[src/rtl/lmf_pkg.sv]
// Shared types and constants for the 3x3 Laplacian mirror filter.
package lmf_pkg;

  localparam int PIX_W      = 8;
  localparam int FW_W       = 11;
  localparam int FH_W       = 13;
  localparam int CFG_DATA_W = 13;
  localparam int SUM_W      = 11;
  localparam logic [PIX_W-1:0] SAT_MAX = 8'd255;

  typedef enum logic [0:0] {
    REG_FRAME_WIDTH  = 1'b0,
    REG_FRAME_HEIGHT = 1'b1
  } cfg_reg_t;

  typedef struct packed {
    logic [PIX_W-1:0] pixel;
    logic             flush;
  } in_item_t;

  typedef struct packed {
    logic [PIX_W-1:0] magnitude;
    logic             frame_end;
  } out_item_t;

  typedef struct packed {
    cfg_reg_t              index;
    logic [CFG_DATA_W-1:0] value;
  } cfg_item_t;

  // Per-item control that rides along with a pixel column.
  typedef struct packed {
    logic emit;
    logic frame_end;
    logic up_refl;
    logic down_refl;
    logic left_refl;
    logic right_refl;
  } ctl_t;

endpackage

[src/rtl/lmf_stream_if.sv]
// Valid/ready channel carrying one payload word per transaction.
interface lmf_stream_if #(
  parameter type T = logic
) ();
  logic valid;
  logic ready;
  T     data;

  modport source (output valid, output data, input ready);
  modport sink   (input valid, input data, output ready);
endinterface

[src/rtl/lmf_window.sv]
// 3x3 window shift register, Laplacian kernel with mirrored borders, output register.
module lmf_window (
  input  logic                      clk,
  input  logic                      rst_n,
  input  logic                      shift,
  input  logic [lmf_pkg::PIX_W-1:0] col_top,
  input  logic [lmf_pkg::PIX_W-1:0] col_mid,
  input  logic [lmf_pkg::PIX_W-1:0] col_bot,
  input  lmf_pkg::ctl_t             ctl,
  output logic                      s2_free,
  lmf_stream_if.source              out_ch
);

  logic [lmf_pkg::PIX_W-1:0] win_r [9];
  logic                      s2_v_r;
  lmf_pkg::ctl_t             s2_ctl_r;
  logic                      out_v_r;
  lmf_pkg::out_item_t        out_r;

  logic                          out_en, s2_go;
  logic [lmf_pkg::PIX_W-1:0]     up, down, left, right;
  logic signed [lmf_pkg::SUM_W-1:0] sum;
  logic [lmf_pkg::SUM_W-1:0]     abs_sum;
  lmf_pkg::out_item_t            result;

  assign out_en  = !out_v_r || out_ch.ready;
  assign s2_go   = s2_v_r && (!s2_ctl_r.emit || out_en);
  assign s2_free = !s2_v_r || s2_go;

  // Window columns: [0..2] oldest, [6..8] newest; rows top/mid/bot.
  always_ff @(posedge clk) begin
    if (shift) begin
      for (int i = 0; i < 6; i++) win_r[i] <= win_r[i+3];
      win_r[6] <= col_top;
      win_r[7] <= col_mid;
      win_r[8] <= col_bot;
      s2_ctl_r <= ctl;
    end
  end

  always_ff @(posedge clk) begin
    if (!rst_n) begin
      s2_v_r <= 1'b0;
    end else if (shift) begin
      s2_v_r <= 1'b1;
    end else if (s2_go) begin
      s2_v_r <= 1'b0;
    end
  end

  // Centre sits at win_r[4]; missing neighbours take the reflected pixel.
  always_comb begin
    up    = s2_ctl_r.up_refl    ? win_r[5] : win_r[3];
    down  = s2_ctl_r.down_refl  ? win_r[3] : win_r[5];
    left  = s2_ctl_r.left_refl  ? win_r[7] : win_r[1];
    right = s2_ctl_r.right_refl ? win_r[1] : win_r[7];
    sum   = $signed({3'b000, up}) + $signed({3'b000, down})
          + $signed({3'b000, left}) + $signed({3'b000, right})
          - $signed({1'b0, win_r[4], 2'b00});
    abs_sum = sum[lmf_pkg::SUM_W-1] ? lmf_pkg::SUM_W'(-sum) : lmf_pkg::SUM_W'(sum);
    result.magnitude = (abs_sum > lmf_pkg::SUM_W'(lmf_pkg::SAT_MAX)) ?
                       lmf_pkg::SAT_MAX : abs_sum[lmf_pkg::PIX_W-1:0];
    result.frame_end = s2_ctl_r.frame_end;
  end

  always_ff @(posedge clk) begin
    if (!rst_n) begin
      out_v_r <= 1'b0;
    end else if (s2_go && s2_ctl_r.emit) begin
      out_v_r <= 1'b1;
    end else if (out_ch.ready) begin
      out_v_r <= 1'b0;
    end
  end

  always_ff @(posedge clk) begin
    if (s2_go && s2_ctl_r.emit) begin
      out_r <= result;
    end
  end

  assign out_ch.valid = out_v_r;
  assign out_ch.data  = out_r;

  a_s2_hold: assert property (@(posedge clk) disable iff (!rst_n)
    s2_v_r && s2_ctl_r.emit && out_v_r && !out_ch.ready |=> s2_v_r && $stable(win_r[4]))
    else $error("window stage lost a stalled result");

  a_no_skip: assert property (@(posedge clk) disable iff (!rst_n)
    s2_v_r && s2_ctl_r.emit && !s2_go |-> out_v_r)
    else $error("window stage stalled with an empty output register");

  a_shift_free: assert property (@(posedge clk) disable iff (!rst_n)
    shift |-> s2_free)
    else $error("window shifted over an item still in use");

endmodule

[src/flat_wrapper.sv]
// flat-port wrapper written by rule: the top's interface ports become plain ports
module lmf_window_flat 
  (clk, rst_n, shift, col_top, col_mid, col_bot, ctl, s2_free, out_ch_valid, out_ch_data, out_ch_ready);
  lmf_stream_if out_ch_i ();
  input  logic clk;
  input  logic rst_n;
  input  logic shift;
  input  logic [lmf_pkg::PIX_W-1:0] col_top;
  input  logic [lmf_pkg::PIX_W-1:0] col_mid;
  input  logic [lmf_pkg::PIX_W-1:0] col_bot;
  input  lmf_pkg::ctl_t ctl;
  output logic s2_free;
  output wire logic [$bits(out_ch_i.valid)-1:0] out_ch_valid;
  output wire logic [$bits(out_ch_i.data)-1:0] out_ch_data;
  input wire logic [$bits(out_ch_i.ready)-1:0] out_ch_ready;
  assign out_ch_valid = out_ch_i.valid;
  assign out_ch_data = out_ch_i.data;
  assign out_ch_i.ready = out_ch_ready;
  lmf_window u_core (.clk(clk), .rst_n(rst_n), .shift(shift), .col_top(col_top), .col_mid(col_mid), .col_bot(col_bot), .ctl(ctl), .s2_free(s2_free), .out_ch(out_ch_i));
endmodule
[config.mk]
export PLATFORM = sky130hd
export DESIGN_NAME = lmf_window_flat
export DESIGN_NICKNAME = d
export VERILOG_FILES = /design/src/rtl/lmf_pkg.sv /design/src/rtl/lmf_stream_if.sv /design/src/rtl/lmf_window.sv /design/src/flat_wrapper.sv
export SDC_FILE = /design/constraint.sdc
export NUM_CORES = 1
export LEC_CHECK = 0
export BUFFER_PORTS_ARGS = -buffer_cell sky130_fd_sc_hd__buf_2
export CORE_AREA = 10 10 47 49
export DETAILED_ROUTE_END_ITERATION = 10
export DIE_AREA = 0 0 57 59
export PLACE_DENSITY_LB_ADDON = 0.3
export RECOVER_POWER = 25
export SLEW_MARGIN = 20
export SYNTH_ARGS = -nofsm -noshare
export SYNTH_HDL_FRONTEND = slang
export SYNTH_SLANG_ARGS = --single-unit
[constraint.sdc]
create_clock -name clk -period 0.95 [get_ports clk]
set_input_delay 0.19 -clock clk [delete_from_list [all_inputs] [get_ports clk]]
set_output_delay 0.19 -clock clk [all_outputs]
set_load 0.02 [all_outputs]
==> summary.md <==
| Metric | Value |
|---|---|
| # fillers | 165 |
| Area of the multi-input gates | 47.5 um^2 |
| PD cells | 1820 nW/um^2 |
| Max-cap viol count | 0 |
| CTS tree | yes |
| GRT overflow | 0 |
| Fin nets | 60 |
| Syn_area_per_cell | 14.0 um^2 |
| Synthesized area | 181 um^2 |
| Cells after DPL | 37 |
| Sequential Area | 131 um^2 |
| Die height | 59 um |
| Crit Path Max Fanout | 2 |
| Critical Path AT | 990 ps |
| Die area | 3360 um^2 |
| Leakage power | 0.000121 uW |
| Synth warn | 0 |
| Initial antenna violation count | 0 |
| Hold WS | 133 ps |
| Crit. End Element | output port |
| Initial DRC Count | 2 |
| Clock Sinks | 5 |
| Clk root buf | clkbuf_4 |
| Top Ports | 37 |
| Final setup vio count | 1 |
| Global-route wire length before repair | 607 um |
| Hold WC Path Type | primary input to flop |
| Die Wd | 57 um |
| Multiplexer area fraction after synthesis | 0% |
| Sequential share of the synthesized area | 71.7% |
| RSZ-0062 raised after global routing | yes |
| Hold Fails Final Rpt | 0 |
| Max Freq | 849 MHz |
| Routed WL | 352 um |
| WS Path Type | flop to output port |
| Post-synthesis adder-cell area fraction | 0% |
| Routed Antenna Nets | 0 |
| Req. time, crit path | 760 ps |
| Wirelength per Cell | 8.59 um |
| Clock Tree Buf Depth | 2 |
| Via count | 135 |
| Row count | 14 |
| Failing checks | negative setup slack |
| Utilization after layout | 20.1% |
| Post-synthesis xor/xnor area fraction | 0% |
| Fin. max-slew vios | 0 |
| Reg clk slew, reported paths | 40 ps |
| Period utilisation layout | 124% |
| VDD IR max | 0.000904 V |
| DRC viols | 0 |
| Synth Area in Compound Gates | 8.28% |
| Routability cong. | 0.634 |
| Unique cell type count in the Yosys netlist | 10 |
| Simple-gate share of the synthesized area | 17.9% |
| Vias per inst | 3.29 |
| Final Skew | 1.34 ps |
| Status | complete, but fails checks |
| CTS hold repair buffers | 0 |
| Final non-filler cell total | 41 |
| Least-Margin Pin Slew | 128 ps |
| Port bufs | 8 |
| Starting Density | 12.9% |
| Vias in the first global route | 144 |
| H-tree lvl count | 1 |
| CTS Buf Count | 3 |
| Setup TNS | -228 ps |
| Synth Net Count | 47 |
| Largest net degree at the start of global routing | 5 |
| Post-synthesis cell count | 13 |
| Area Growth Syn to Fin | 55.2% |
| Initial DRT Pass Iterations | 2 |
| Startpoint Class | flop |
| R2r worst-path depth | 2 |
| Worst slew margin | 91.4% |
| Core area | 1400 um^2 |
| Final worst slack | -228 ps |
| Total Power | 512 uW |
| Largest family of logic cells by synthesized area | simple AND/OR/NAND/NOR gates |
| Yosys reg bits | 5 |
| Hold Path Cell Cnt | 1 |
| Layout cells sized above 1 | 52.0% |
| Crit path time final | 1180 ps |
| Antenna Diode Count | 0 |
| Worst-skew pair later-pin latency | 230 ps |
| Total GRT Usage | 2.51% |
[cells in the final DEF (no fill, tap or decap), types with 2 or more instances in the layout]
cell type / count
buf_2: 6
edfxtp_1: 3
buf_6: 2
clkbuf_4: 3
[cell type report]
cell class / count / share of cell area (%)
timing repair buffer: 8 / 18.7
multi-input combinational: 7 / 16.9
sequential: 5 / 46.7
clock buffer: 4 / 9.33
inverter: 1 / 1.33
tap: 16 / 7.11
[worst paths after layout]
check                            from            endpoint  slack (ps)
setup / recovery   u_core.s2_ctl_r[5]             s2_free        -230
hold / removal                 ctl[5]  u_core.s2_ctl_r[5]         130
setup reg to reg  u_core.out_ch.valid  u_core.out_ch.data          50
hold reg to reg      u_core.result[0]  u_core.out_ch.data         420
[cells in the mapped netlist]
library cell	number	share of area [%]
edfxtp_1	3	50
dfxtp_1	2	22
a21boi_0	1	4.1
and2b_2	1	4.8
and4b_1	1	5.5
inv_1	1	2.1
nand2_1	1	2.1
nand2b_1	1	3.5
nor2_1	1	2.1
o21a_1	1	4.1
[repair_timing]
action,in CTS,in global routing
buffers inserted,0,0
resized for setup,2,2
endpoints found under the setup margin,1,3
[report_power, final]
| group | internal [uW] | switching, uW |
|---|---|---|
| Combinational | 17.0 | 13.7 |
| Clock | 158 | 72.9 |
| Sequential | 245 | 5.23 |
| Total | 420 | 91.9 |
[worst max-delay path, stage by stage (launching register included)]
cell and delay (ps):
edfxtp_1 370, and4b_1 200, inv_1 70, buf_6 110
[sequential cells by signal (all words and copies together), names as in the netlist]
register	count
u_core.out_ch.data	1
u_core.out_ch.valid	1
u_core.result	1
u_core.s2_ctl_r	1
u_core.s2_v_r	1
[stage by stage]
stage               setup WS, ps  area, um^2
floorplan                   22.6         183
global placement            3.70         243
detailed placement          9.96         243
CTS                         -236         275
global route                -264         282
finish                      -228         282
[logic make-up after synthesis]
| group | Yosys count |
|---|---|
| flip-flops | 5 |
| buffers and inverters | 1 |
| AO/OA/AOI/OAI | 2 |
| AND/OR/NAND/NOR | 5 |
[per-layer routing]
metal	global-route usage [%]	vias to the layer above	part of all wire, %	wire [um]
li1	-	70	-	-
met1	2.74	54	51	180
met2	1.86	11	29	102
met3	4.29	0	20	69
met4	1.01	0	0	0
met5	0	-	0	0
No activity file was read; power rests on OpenSTA's default activity.
